===== config.mk =====
export PLATFORM = sky130hd
export DESIGN_NAME = list_marker_label_generator
export DESIGN_NICKNAME = d
export VERILOG_FILES = /design/src/rtl/lmlg_pkg.sv /design/src/rtl/lmlg_conv.sv /design/src/rtl/list_marker_label_generator.sv
export SDC_FILE = /design/constraint.sdc
export NUM_CORES = 2
export LEC_CHECK = 0
export ABC_AREA = 1
export BUFFER_PORTS_ARGS = -buffer_cell sky130_fd_sc_hd__buf_4
export CORE_MARGIN = 2
export CORE_UTILIZATION = 50
export CTS_BUF_LIST = sky130_fd_sc_hd__clkbuf_16
export DETAILED_ROUTE_END_ITERATION = 16
export GPL_TIMING_DRIVEN = 1
export PLACE_DENSITY_LB_ADDON = 0.2
export SLEW_MARGIN = 20
export SYNTH_ARGS = -nofsm -noshare
export SYNTH_HDL_FRONTEND = slang
export SYNTH_SLANG_ARGS = --single-unit

===== constraint.sdc =====
create_clock -name clk -period 25.3 [get_ports clk]
set_clock_uncertainty 0.1 [all_clocks]
set_input_delay 3.795 -clock clk [delete_from_list [all_inputs] [get_ports clk]]
set_output_delay 3.795 -clock clk [all_outputs]
set_load 0.005 [all_outputs]

===== src/rtl/lmlg_pkg.sv =====
// shared types, constants and tables for the list marker label generator
package lmlg_pkg;

	localparam int DEF_MAX_DEPTH = 8;
	localparam int DEF_ID_WIDTH  = 16;
	localparam int CNT_W         = 31;
	localparam logic [CNT_W-1:0] CNT_MAX = {CNT_W{1'b1}};

	localparam logic [15:0] GL_DISC   = 16'h2022;
	localparam logic [15:0] GL_CIRCLE = 16'h25E6;
	localparam logic [15:0] GL_SQUARE = 16'h25AA;
	localparam logic [15:0] GL_DASH   = 16'h2013;
	localparam logic [15:0] CH_DOT    = 16'h002E;

	// style codes
	localparam logic [3:0] ST_DEC    = 4'd0;
	localparam logic [3:0] ST_LALPHA = 4'd1;
	localparam logic [3:0] ST_UALPHA = 4'd2;
	localparam logic [3:0] ST_LROMAN = 4'd3;
	localparam logic [3:0] ST_UROMAN = 4'd4;
	localparam logic [3:0] ST_DISC   = 4'd5;
	localparam logic [3:0] ST_CIRCLE = 4'd6;
	localparam logic [3:0] ST_SQUARE = 4'd7;
	localparam logic [3:0] ST_DASH   = 4'd8;

	// conversion modes for the digit unit
	typedef enum logic [1:0] {
		MD_DEC   = 2'd0,
		MD_ALPHA = 2'd1,
		MD_ROMAN = 2'd2
	} mode_t;

	// request from the control to the digit unit
	typedef struct packed {
		logic            start;
		mode_t           mode;
		logic            upper;
		logic [CNT_W-1:0] value;
	} conv_req_t;

	// status back from the digit unit
	typedef struct packed {
		logic        done;
		logic [4:0]  count;
	} conv_sts_t;

	// roman table: value and up to two letters (upper case ascii)
	function automatic logic [9:0] rn_val(input logic [3:0] r);
		case (r)
			4'd0: rn_val = 10'd1000;
			4'd1: rn_val = 10'd900;
			4'd2: rn_val = 10'd500;
			4'd3: rn_val = 10'd400;
			4'd4: rn_val = 10'd100;
			4'd5: rn_val = 10'd90;
			4'd6: rn_val = 10'd50;
			4'd7: rn_val = 10'd40;
			4'd8: rn_val = 10'd10;
			4'd9: rn_val = 10'd9;
			4'd10: rn_val = 10'd5;
			4'd11: rn_val = 10'd4;
			default: rn_val = 10'd1;
		endcase
	endfunction

	// two symbols packed {second, first}; second zero when absent
	function automatic logic [13:0] rn_sym(input logic [3:0] r);
		case (r)
			4'd0: rn_sym = {7'd0, 7'h4D};
			4'd1: rn_sym = {7'h4D, 7'h43};
			4'd2: rn_sym = {7'd0, 7'h44};
			4'd3: rn_sym = {7'h44, 7'h43};
			4'd4: rn_sym = {7'd0, 7'h43};
			4'd5: rn_sym = {7'h43, 7'h58};
			4'd6: rn_sym = {7'd0, 7'h4C};
			4'd7: rn_sym = {7'h4C, 7'h58};
			4'd8: rn_sym = {7'd0, 7'h58};
			4'd9: rn_sym = {7'h58, 7'h49};
			4'd10: rn_sym = {7'd0, 7'h56};
			4'd11: rn_sym = {7'h56, 7'h49};
			default: rn_sym = {7'd0, 7'h49};
		endcase
	endfunction

endpackage


===== src/rtl/lmlg_conv.sv =====
// digit unit: one roman step a cycle or multiply then remainder per digit, into a buffer
module lmlg_conv import lmlg_pkg::*; (
	input  logic             clk,
	input  logic             arst_n,
	input  conv_req_t        req,
	output conv_sts_t        sts,
	input  logic [3:0]       rd_idx,
	output logic [15:0]      rd_char
);

	typedef enum logic [4:0] {
		C_IDLE = 5'b00001,
		C_MUL  = 5'b00010,
		C_REM  = 5'b00100,
		C_ROM  = 5'b01000,
		C_DONE = 5'b10000
	} cst_t;

	// reciprocals: n/10 = (n*M10)>>35, n/26 = ((n>>1)*M13)>>34, exact below 2^31
	localparam logic [31:0] M10 = 32'hCCCCCCCD;
	localparam logic [31:0] M13 = 32'd1321528400;

	cst_t              st_q;
	logic [CNT_W-1:0]  n_q;
	logic [CNT_W-1:0]  quo_q;
	logic [4:0]        k_q;
	mode_t             mode_q;
	logic              upper_q;
	logic [3:0]        r_q;
	logic [6:0]        buf_q [16];

	// shared multiplier and remainder
	logic [CNT_W-1:0] mul_a;
	logic [31:0]      mul_b;
	logic [62:0]      prod;
	logic [CNT_W-1:0] quo;
	logic [4:0]       dvs;
	logic [4:0]       rem;
	logic [9:0]       rv;
	logic [13:0]      sym;
	logic [6:0]       ccase;
	logic [6:0]       dchar;
	logic [CNT_W-1:0] nm1;

	assign mul_a = (mode_q == MD_ALPHA) ? {1'b0, n_q[CNT_W-1:1]} : n_q;
	assign mul_b = (mode_q == MD_ALPHA) ? M13 : M10;
	assign prod  = {32'd0, mul_a} * {31'd0, mul_b};
	assign quo   = (mode_q == MD_ALPHA) ? {2'b0, prod[62:34]} : {3'b0, prod[62:35]};
	assign dvs   = (mode_q == MD_ALPHA) ? 5'd26 : 5'd10;
	assign rem   = n_q[4:0] - 5'(quo_q[4:0] * dvs);
	assign rv    = rn_val(r_q);
	assign sym   = rn_sym(r_q);
	assign ccase = upper_q ? 7'd0 : 7'd32;
	assign nm1   = req.value - 1'b1;
	assign dchar = (mode_q == MD_ALPHA) ? (7'h41 + ccase + {2'b0, rem}) : (7'h30 + {2'b0, rem});

	// character buffer readout, digits were stored lowest first for divide modes
	always_comb begin
		logic [3:0] a;
		a = (mode_q == MD_ROMAN) ? rd_idx : 4'(k_q - 5'd1 - {1'b0, rd_idx});
		rd_char = {9'd0, buf_q[a]};
	end

	assign sts.done  = (st_q == C_DONE);
	assign sts.count = k_q;

	// sequencer
	always_ff @(posedge clk or negedge arst_n) begin
		if (!arst_n) begin
			st_q <= C_IDLE;
			k_q  <= '0;
		end else begin
			unique case (st_q)
				C_IDLE: begin
					if (req.start) begin
						k_q     <= '0;
						upper_q <= req.upper;
						r_q     <= '0;
						if (req.mode == MD_ROMAN && req.value < CNT_W'(4000)) begin
							mode_q <= MD_ROMAN;
							n_q    <= req.value;
							st_q   <= C_ROM;
						end else if (req.mode == MD_ALPHA) begin
							mode_q <= MD_ALPHA;
							n_q    <= nm1;
							st_q   <= C_MUL;
						end else begin
							mode_q <= MD_DEC;
							n_q    <= req.value;
							st_q   <= C_MUL;
						end
					end
				end
				C_MUL: begin
					quo_q <= quo;
					st_q  <= C_REM;
				end
				C_REM: begin
					// digit complete
					buf_q[k_q[3:0]] <= dchar;
					k_q <= k_q + 5'd1;
					if (quo_q == '0) begin
						st_q <= C_DONE;
					end else begin
						n_q  <= (mode_q == MD_ALPHA) ? quo_q - 1'b1 : quo_q;
						st_q <= C_MUL;
					end
				end
				C_ROM: begin
					if (n_q >= CNT_W'(rv)) begin
						buf_q[k_q[3:0]] <= sym[6:0] + ccase;
						if (sym[13:7] != 7'd0) begin
							buf_q[4'(k_q + 5'd1)] <= sym[13:7] + ccase;
							k_q <= k_q + 5'd2;
						end else begin
							k_q <= k_q + 5'd1;
						end
						n_q <= n_q - CNT_W'(rv);
					end else if (r_q == 4'd12) begin
						st_q <= C_DONE;
					end else begin
						r_q <= r_q + 4'd1;
					end
				end
				C_DONE: st_q <= C_IDLE;
				default: st_q <= C_IDLE;
			endcase
		end
	end

endmodule


===== src/rtl/list_marker_label_generator.sv =====
// top level: counter state, item sequencer and output register
// a break goes straight to the output register, a bullet first picks its glyph;
// an ordered item steps its counter and the digit unit converts the new value,
// then one character per cycle while the output is free; one item at a time, ready
// drops from acceptance until the last character is loaded into the output register
// arst_n clears counters, levels in use and the previous-list flag
module list_marker_label_generator import lmlg_pkg::*; #(
	parameter int MAX_DEPTH = DEF_MAX_DEPTH,
	parameter int ID_WIDTH  = DEF_ID_WIDTH
) (
	input  logic        clk,
	input  logic        arst_n,
	input  logic        s_tvalid,
	output logic        s_tready,
	// is_break[0], list_id[16:1], level[24:17], ordered[25], start_req[57:26], style[61:58]
	input  logic [63:0] s_tdata,
	output logic        m_tvalid,
	input  logic        m_tready,
	// code_point[15:0], has_number[16], number[47:17]
	output logic [47:0] m_tdata,
	// no_marker
	output logic        m_tuser,
	output logic        m_tlast
);

	localparam int LW = (MAX_DEPTH > 1) ? $clog2(MAX_DEPTH) : 1;

	typedef enum logic [4:0] {
		S_IDLE = 5'b00001,
		S_PREP = 5'b00010,
		S_CONV = 5'b00100,
		S_EMIT = 5'b01000,
		S_ONE  = 5'b10000
	} st_t;

	st_t                 st_q;
	logic [CNT_W-1:0]    cnt_q [MAX_DEPTH];
	logic [LW:0]         inuse_q;
	logic [ID_WIDTH-1:0] lid_q;
	logic                lvalid_q;

	logic [LW-1:0]       lvl_q;
	logic [3:0]          style_q;
	logic                ord_q;
	logic [31:0]         start_q;
	logic [CNT_W-1:0]    num_q;
	logic [4:0]          idx_q;
	logic [4:0]          tot_q;
	logic [15:0]         glyph_q;

	conv_req_t           req;
	conv_sts_t           sts;
	logic [15:0]         cchar;

	// input fields
	logic                in_brk;
	logic [15:0]         in_id;
	logic [7:0]          in_lvl;
	logic [LW-1:0]       lvl_c;
	assign in_brk = s_tdata[0];
	assign in_id  = s_tdata[16:1];
	assign in_lvl = s_tdata[24:17];
	assign lvl_c  = (32'(in_lvl) > MAX_DEPTH - 1) ? LW'(MAX_DEPTH - 1) : LW'(in_lvl);

	assign s_tready = (st_q == S_IDLE);

	logic [ID_WIDTH-1:0] id_c;
	always_comb begin
		id_c = '0;
		for (int b = 0; b < ID_WIDTH; b++) id_c[b] = (b < 16) ? in_id[b] : 1'b0;
	end

	// next counter value of the current level
	logic [CNT_W-1:0] nxt_num;
	always_comb begin
		if (cnt_q[lvl_q] == '0)
			nxt_num = (start_q[31] || start_q == '0) ? CNT_W'(1) : start_q[CNT_W-1:0];
		else if (cnt_q[lvl_q] != CNT_MAX)
			nxt_num = cnt_q[lvl_q] + 1'b1;
		else
			nxt_num = cnt_q[lvl_q];
	end

	// level modulo 3, one bit at a time from the top
	logic [1:0] lvl_m3;
	always_comb begin
		logic [2:0] t;
		lvl_m3 = 2'd0;
		for (int b = LW - 1; b >= 0; b--) begin
			t = {lvl_m3, lvl_q[b]};
			lvl_m3 = (t >= 3'd3) ? 2'(t - 3'd3) : t[1:0];
		end
	end

	lmlg_conv u_conv (
		.clk(clk), .arst_n(arst_n), .req(req), .sts(sts),
		.rd_idx(idx_q[3:0]), .rd_char(cchar)
	);

	// conversion request
	always_comb begin
		req.start = (st_q == S_PREP) && ord_q;
		req.value = nxt_num;
		req.upper = (style_q == ST_UALPHA) || (style_q == ST_UROMAN);
		case (style_q)
			ST_LALPHA, ST_UALPHA: req.mode = MD_ALPHA;
			ST_LROMAN, ST_UROMAN: req.mode = MD_ROMAN;
			default:              req.mode = MD_DEC;
		endcase
	end

	logic out_free;
	logic emit_ld;
	assign out_free = !m_tvalid || m_tready;
	assign emit_ld  = out_free && ((st_q == S_EMIT) || (st_q == S_ONE));

	always_ff @(posedge clk or negedge arst_n) begin
		if (!arst_n) begin
			st_q     <= S_IDLE;
			inuse_q  <= '0;
			lid_q    <= '0;
			lvalid_q <= 1'b0;
			m_tvalid <= 1'b0;
			for (int i = 0; i < MAX_DEPTH; i++) cnt_q[i] <= '0;
		end else begin
			if (!emit_ld && m_tready) m_tvalid <= 1'b0;
			unique case (st_q)
				S_IDLE: begin
					if (s_tvalid) begin
						ord_q   <= s_tdata[25];
						start_q <= s_tdata[57:26];
						style_q <= s_tdata[61:58];
						lvl_q   <= lvl_c;
						if (in_brk) begin
							for (int i = 0; i < MAX_DEPTH; i++) cnt_q[i] <= '0;
							inuse_q  <= '0;
							lvalid_q <= 1'b0;
							glyph_q  <= '0;
							st_q     <= S_ONE;
						end else begin
							// list change clears, deeper levels cleared
							for (int i = 0; i < MAX_DEPTH; i++)
								if ((!lvalid_q || lid_q != id_c) || i > 32'(lvl_c))
									cnt_q[i] <= '0;
							inuse_q  <= (LW+1)'(lvl_c) + 1'b1;
							lid_q    <= id_c;
							lvalid_q <= 1'b1;
							st_q     <= S_PREP;
						end
					end
				end
				S_PREP: begin
					if (ord_q) begin
						cnt_q[lvl_q] <= nxt_num;
						num_q        <= nxt_num;
						st_q         <= S_CONV;
					end else begin
						case (style_q)
							ST_DISC:   glyph_q <= GL_DISC;
							ST_CIRCLE: glyph_q <= GL_CIRCLE;
							ST_SQUARE: glyph_q <= GL_SQUARE;
							ST_DASH:   glyph_q <= GL_DASH;
							default: begin
								case (lvl_m3)
									2'd0:    glyph_q <= GL_DISC;
									2'd1:    glyph_q <= GL_CIRCLE;
									default: glyph_q <= GL_SQUARE;
								endcase
							end
						endcase
						st_q <= S_ONE;
					end
				end
				S_CONV: begin
					if (sts.done) begin
						idx_q <= '0;
						tot_q <= sts.count;
						st_q  <= S_EMIT;
					end
				end
				S_EMIT: begin
					// one character transfer per free output slot, then the dot
					if (out_free) begin
						m_tvalid <= 1'b1;
						m_tuser  <= 1'b0;
						m_tdata  <= {num_q, 1'b1, (idx_q == tot_q) ? CH_DOT : cchar};
						m_tlast  <= (idx_q == tot_q);
						idx_q    <= idx_q + 5'd1;
						if (idx_q == tot_q) st_q <= S_IDLE;
					end
				end
				S_ONE: begin
					if (out_free) begin
						m_tvalid <= 1'b1;
						m_tuser  <= (glyph_q == '0);
						m_tdata  <= {31'd0, 1'b0, glyph_q};
						m_tlast  <= 1'b1;
						st_q     <= S_IDLE;
					end
				end
				default: st_q <= S_IDLE;
			endcase
		end
	end

	logic unused_in;
	assign unused_in = ^{s_tdata[63:62], inuse_q};

	// checks
	a_ready_idle: assert property (@(posedge clk) disable iff (!arst_n)
		s_tready |-> (st_q == S_IDLE)) else $error("ready outside idle");
	a_hold: assert property (@(posedge clk) disable iff (!arst_n)
		(m_tvalid && !m_tready) |=> (m_tvalid && $stable(m_tdata))) else $error("output dropped");
	a_brk_flag: assert property (@(posedge clk) disable iff (!arst_n)
		(m_tvalid && m_tuser) |-> (m_tlast && m_tdata[16] == 1'b0)) else $error("break result");

endmodule

# [After elaboration in Yosys (flattened, before gate mapping)]
# Memories as Yosys holds them, arrays and structs flattened. A register that Yosys moved wholly into a read port is not among the register bits.
# Index checks and enable logic that the tools add are counted.
[op_classes] add_sub_neg=18 n_mul=2 order_cmp=14 n_eq_ne=49 muxes=97 bitwise_logic=3 reduce_logical=60
[op_table] cell="2-to-1 mux 248 bit" n=3
[op_table] cell="2-to-1 mux 31 bit" n=21
[op_table] cell="one-hot mux 248 bit (2 select lines)" n=1
[op_table] cell="bitwise mux 248 bit" n=1
[op_table] cell="2-to-1 mux 48 bit" n=2
[op_table] cell="one-hot mux 48 bit (2 select lines)" n=1
[op_table] cell="binary-select mux 31 bit (select 3 bit)" n=1
[op_table] cell="demux 31 bit (select 3 bit)" n=1
[op_table] cell="one-hot mux 31 bit (3 select lines)" n=1
[op_table] cell="2-to-1 mux 5 bit" n=17
[op_table] cell="multiplier 31 x 32 -> 63 bit" n=1
[op_table] cell="logical NOT 31 bit" n=2
[op_table] cell="subtractor 31 x 1 -> 31 bit (second input constant)" n=2
[op_table] cell="2-to-1 mux 16 bit" n=3
[op_table] cell="one-hot mux 11 bit (4 select lines)" n=1
[op_table] cell="AND reduction 4 bit" n=10
[op_table] cell="logical NOT 32 bit" n=1
[op_table] cell="2-to-1 mux 32 bit" n=1
[op_table] cell="one-hot mux 16 bit (2 select lines)" n=1
[op_table] cell="adder 31 x 1 -> 31 bit (second input constant)" n=1
[op_table] cell=">= comparator 31 x 10 -> 1 bit" n=1
[op_table] cell="< comparator 31 x 12 -> 1 bit (second input constant)" n=1
[op_table] cell="inequality test 31 bit (second input constant)" n=1
[op_table] cell="subtractor 31 x 10 -> 31 bit" n=1
[op_table] cell="66 further kinds" n=167
[word_totals] ff_bits=497 mem_bits_rw=112 mem_bits_ro=336 in_bits=68 output_inout_bits=52 wordCells=277 memories=3
[mem_list] memory="(name not given)" words=16 word_bits=11 read_ports=1 rd_ports_with_merged_regs=1 wr=0 line_no="lmlg_pkg.sv:68" source="case (r)"
[mem_list] memory="(name not given)" words=16 word_bits=10 read_ports=1 rd_ports_with_merged_regs=1 wr=0 line_no="lmlg_pkg.sv:49" source="case (r)"
[mem_list] memory="u_conv.buf_q" words=16 word_bits=7 read_ports=1 rd_ports_with_merged_regs=0 wr=2 line_no="lmlg_conv.sv:30" source="logic [6:0] buf_q [16];"

# [Longest topological paths before layout]
[logic_depth] ltp_word=12 depth_mapped=40 ltp_nobuf=38

# [Cells and area by module]
# From an unflattened synthesis, not the netlist that was laid out.
[unflattened] hier_cells=6848 hier_area_um2=54035.6
[modules_own_cells] module="lmlg_conv" n_inst=1 cells_each=4134 area_each_um2=33076.7
[modules_own_cells] module="list_marker_label_generator" n_inst=1 cells_each=2714 area_each_um2=20958.9

# [Least setup slack after synthesis]
# OpenSTA, ideal clock, no wires.
[synth_path] path_kind="register -> register" from="reg u_conv.mode_q[1]" to="reg u_conv.quo_q[28] (data pin)" setup_ns=0.255 t_arrival_ns=7.766 t_required_ns=24.945 slack_ns=17.179 path_stages_with_launch=33 n_path_buf=3 path_cell_list="edfxtp_1 > nor2_1 > clkbuf_1 > buf_1 > buf_1 > nor2_1 > nor2_1 > inv_1 > fa_1 > fa_1 > inv_1 > fa_1 > inv_1 > fa_1 > fa_1 > fa_1 > fa_1 > inv_1 > fa_1 > inv_1 > ha_1 > a21oi_1 > o21a_1 > nor2_1 > nor2_1 > o21ai_0 > a41oi_1 > nor2_1 > nor2_1 > nand2_1 > a21oi_1 > xnor2_1 > and2_1"
[synth_via] elab_chain_len=3 elab_cells_between_ends=4 cone_classes="1 x mul; 1 x eq/ne; 2 x mux"
[synth_rtl] element="from (decl)" line_no="lmlg_conv.sv:27" source="mode_t mode_q;"
[synth_rtl] element="from (signal assigned)" line_no="lmlg_conv.sv:80" source="mode_q <= MD_ROMAN;"
[synth_rtl] element="from (signal assigned)" line_no="lmlg_conv.sv:84" source="mode_q <= MD_ALPHA;"
[synth_rtl] element="from (signal assigned)" line_no="lmlg_conv.sv:88" source="mode_q <= MD_DEC;"
[synth_rtl] element="equality test 2 x 1 -> 1 bit *" line_no="lmlg_conv.sv:45, lmlg_conv.sv:46, lmlg_conv.sv:48"
[synth_rtl] element="2-to-1 mux 31 bit / 2-to-1 mux 32 bit (equally long branches)" line_no="lmlg_conv.sv:45, lmlg_conv.sv:46"
[synth_rtl] element="multiplier 31 x 32 -> 63 bit" line_no="lmlg_conv.sv:47" source="assign prod = {32'd0, mul_a} * {31'd0, mul_b};"
[synth_rtl] element="to (signal assigned)" line_no="lmlg_conv.sv:95" source="quo_q <= quo;"
[synth_rtl] element="to (decl)" line_no="lmlg_conv.sv:25" source="logic [CNT_W-1:0] quo_q;"
# Every way passes the cells marked *; elsewhere a longest branch is shown, timed or not.
# A chain may end at the register's enable or synchronous reset.

# [Worst setup path in the final report]
[layout_path] from="reg u_conv.mode_q[0]" to="reg u_conv.quo_q[21] (data pin)"
[layout_via] elab_chain_len=4 elab_cells_between_ends=5 cone_classes="1 x mul; 1 x eq/ne; 3 x mux"
[layout_rtl] element="equality test 2 x 1 -> 1 bit *" line_no="lmlg_conv.sv:45, lmlg_conv.sv:46, lmlg_conv.sv:48"
[layout_rtl] element="2-to-1 mux 31 bit / 2-to-1 mux 32 bit (equally long branches)" line_no="lmlg_conv.sv:45, lmlg_conv.sv:46"
[layout_rtl] element="multiplier 31 x 32 -> 63 bit" line_no="lmlg_conv.sv:47"
[layout_rtl] element="2-to-1 mux 28 bit *" line_no="lmlg_conv.sv:48" source="assign quo = (mode_q == MD_ALPHA) ? {2'b0, prod[62:34]} : {3'b0, prod[62:35]};"
[layout_rtl] element="via u_conv.quo[21]" line_no="lmlg_conv.sv:36" source="logic [CNT_W-1:0] quo;"
# The timed path passes the listed nets; every way through them passes the cells marked *.

==> results_dict.tcl <==
set metrics [dict create \
    syn_area_per_cell_um2 8.207 \
    rsz0062_at_grt "no" \
    netlist_area_um2 51660 \
    drt-total-wl_mm 165.7 \
    crit_path_end_kind "flop" \
    clock_latency_ns 0.64 \
    grt_pass1_wl_mm 254.2 \
    hold_viol_final 0 \
    drc_errors 0 \
    die_h_um 325.4 \
    post_cts_resized 0 \
    wl_per_cell_um 21.39 \
    crit_slowest_cell "buf_4" \
    dieArea_um2 105900 \
    drv_slew 0 \
    clkSlewWorstSetupHoldPaths_ns 0.06 \
    finalCriticalPeriod_ns 10.33 \
    dp_hpwl_mm 129.2 \
    io_pins 120 \
    rows 117 \
    cts_tree "yes" \
    antenna_found_initial 4 \
    ys_types 68 \
    cts_buffer_depth 3 \
    die_x_um 325.4 \
    drtIter0Drc 4285 \
    place.gp.congestion 0.9914 \
    ys.warnings.count 0 \
    nFillCells 9653 \
    status "complete, no violations" \
    hp-class "reg2reg" \
    grt_overflow 0 \
    ys.flop_type "edfxtp_1" \
    worst_pin_slew_ns 1.155 \
    final_cell_mix "nand2_1 (1299), inv_1 (1246), nor2_1 (572)" \
    grt_max_degree 140 \
    cap_violations 0 \
    drive_gt1_share_pct 6.538 \
    cp.arrival_ns 10.50 \
    cts-root-buf "clkbuf_16" \
    ys_ff_latch 610 \
    worst-path-max-fanout 69 \
    timing.slew.headroom_pct 22.85 \
    grt_pass1_vias 41740 \
    start_util_pct 50.55 \
    first_pass_iters 6 \
    final_common_cell "nand2_1" \
    fin_setup_tns_ns 0 \
    crit_required_ns 25.47 \
    min_period_over_period_pct 40.82 \
    postCtsHoldBufs 0 \
    ys_seq_area_share_pct 32.35 \
    synth-async-reset-ratio_pct 46.07 \
    fmax_ghz 0.09682 \
    htree_num_levels 3 \
    core_um2 102200 \
    track_usage_pct 31.53 \
    setup_viol 0 \
    synth_edf_count 309 \
    diodes 0 \
    nets 7224 \
    syn_inst 6294 \
    area_delta_synth_final_pct 8.516 \
    ant_nets 0 \
    cts_setup_buffers 0 \
    cts_buffers 69 \
    port_buffers 112 \
    critPathKind "reg2reg" \
    via_per_inst 5.542 \
    num_vias 42930 \
    slowest_delay_ns 0.60 \
    critical_path.most_common_cell "inv_1" \
    start_kind "flop" \
    clock_sinks 610 \
]
[worst paths after layout]
kind                                   from                to  slack [ns]  cells after the start
min reg2reg                       cnt_q[22]         cnt_q[22]        0.38                      2
max reg2reg                u_conv.mode_q[0]  u_conv.quo_q[21]       14.97                     34
min in group asynchronous            arst_n          lid_q[7]        3.02                      1
max                        u_conv.mode_q[0]  u_conv.quo_q[21]       14.97                     34
max in group asynchronous            arst_n        cnt_q[122]       20.61                      2
min                               cnt_q[22]         cnt_q[22]        0.38                      2
[flip-flops by register name, summed over array words and instances, names as in the netlist, 6 cells and up]
signal	flops
u_conv.quo_q	29
lid_q	16
u_conv.sym	11
start_q	32
cnt_q	248
glyph_q	6
m_tdata	41
num_q	31
u_conv.buf_q	112
u_conv.n_q	31
u_conv.rv	9
[per-stage QoR]
| step | utilization (%) | instances | hold WS [ns] | worst slack, ns | area [um^2] |
|---|---|---|---|---|---|
| final | 54.86 | 7746 | 0.3832 | 14.97 | 56060 |
| after global routing | 54.86 | 7746 | 0.4028 | 14.35 | 56060 |
| after CTS | 54.86 | 7746 | 0.3874 | 15.05 | 56050 |
| after detailed placement | 52.60 | 7621 | 0.3724 | 15.11 | 53750 |
| after global placement | 52.60 | 7621 | 0.3664 | 15.20 | 53750 |
| after floorplan | - | 6309 | 0.3231 | 17.18 | 51710 |
[kinds of logic (layout without fill, tap and decap cells)]
logic type	after synthesis	count (layout)	share of synthesized area (%)
simple gates	2422	2422	19.51
buf+inv	1477	1546	11.13
compound gates	866	866	9.366
fa+ha+maj	832	832	26.11
flops	610	610	32.35
xor+xnor	70	70	1.187
mux	15	15	0.3246
other cells	2	17	0.01454
[critical path: cells and delay by family (launching register included)]
family	cells	cell delay [ns]
adder cells (fa/ha/maj)	9	4.24
AO/OA/AOI/OAI	2	0.68
buffers and inverters	12	2.29
AND/OR/NAND/NOR	11	2.17
flip-flops	1	0.38
[area by class of cell]
cell class,count,area [um^2],area share [%]
clock inverters,51,452.9,0.8080
multi-input cells,4222,29370,52.39
repair buffers,161,1229,2.192
well taps,1368,1712,3.053
flip-flops and latches,610,16710,29.82
inverters,1260,4732,8.442
clock buffers,74,1852,3.303
[per-layer routing]
layer / global-route usage, % / vias up / part of all wire [%]
met4: 8.946 / 2 / 2.9
met2: 49.41 / 1803 / 45
met3: 5.744 / 258 / 8.6
li1: - / 20040 / -
met1: 44.83 / 20830 / 43
met5: 0 / - / 0.0036
[Yosys cell counts, drive strengths merged, types with 4 or more instances]
| library cell | n | area (um^2) |
|---|---|---|
| a21o | 4 | 30.03 |
| a21oi | 157 | 797.0 |
| a31oi | 20 | 125.1 |
| a32o | 8 | 80.08 |
| and2 | 5 | 31.28 |
| buf | 88 | 533.0 |
| clkbuf | 129 | 484.2 |
| dfrtp | 279 | 6982 |
| dfxtp | 20 | 400.4 |
| edfxtp | 309 | 9279 |
| fa | 410 | 8208 |
| ha | 422 | 5280 |
| inv | 1258 | 4725 |
| mux2 | 14 | 157.7 |
| nand2 | 1322 | 5005 |
| nand3 | 308 | 1556 |
| nand3b | 7 | 52.55 |
| nand4 | 50 | 312.8 |
| nor2 | 618 | 2454 |
| nor3 | 46 | 235.2 |
| nor4 | 29 | 196.4 |
| o211ai | 14 | 105.1 |
| o21a | 11 | 82.58 |
| o21ai | 458 | 2292 |
| o22ai | 144 | 900.9 |
| o31ai | 5 | 37.54 |
| o32ai | 21 | 183.9 |
| or2 | 29 | 181.4 |
| xnor2 | 22 | 192.7 |
| xor2 | 48 | 420.4 |
Power is left out: the tool's default activity adds up to more than one toggle a clock period on the data nets, which glitch-free logic cannot reach.
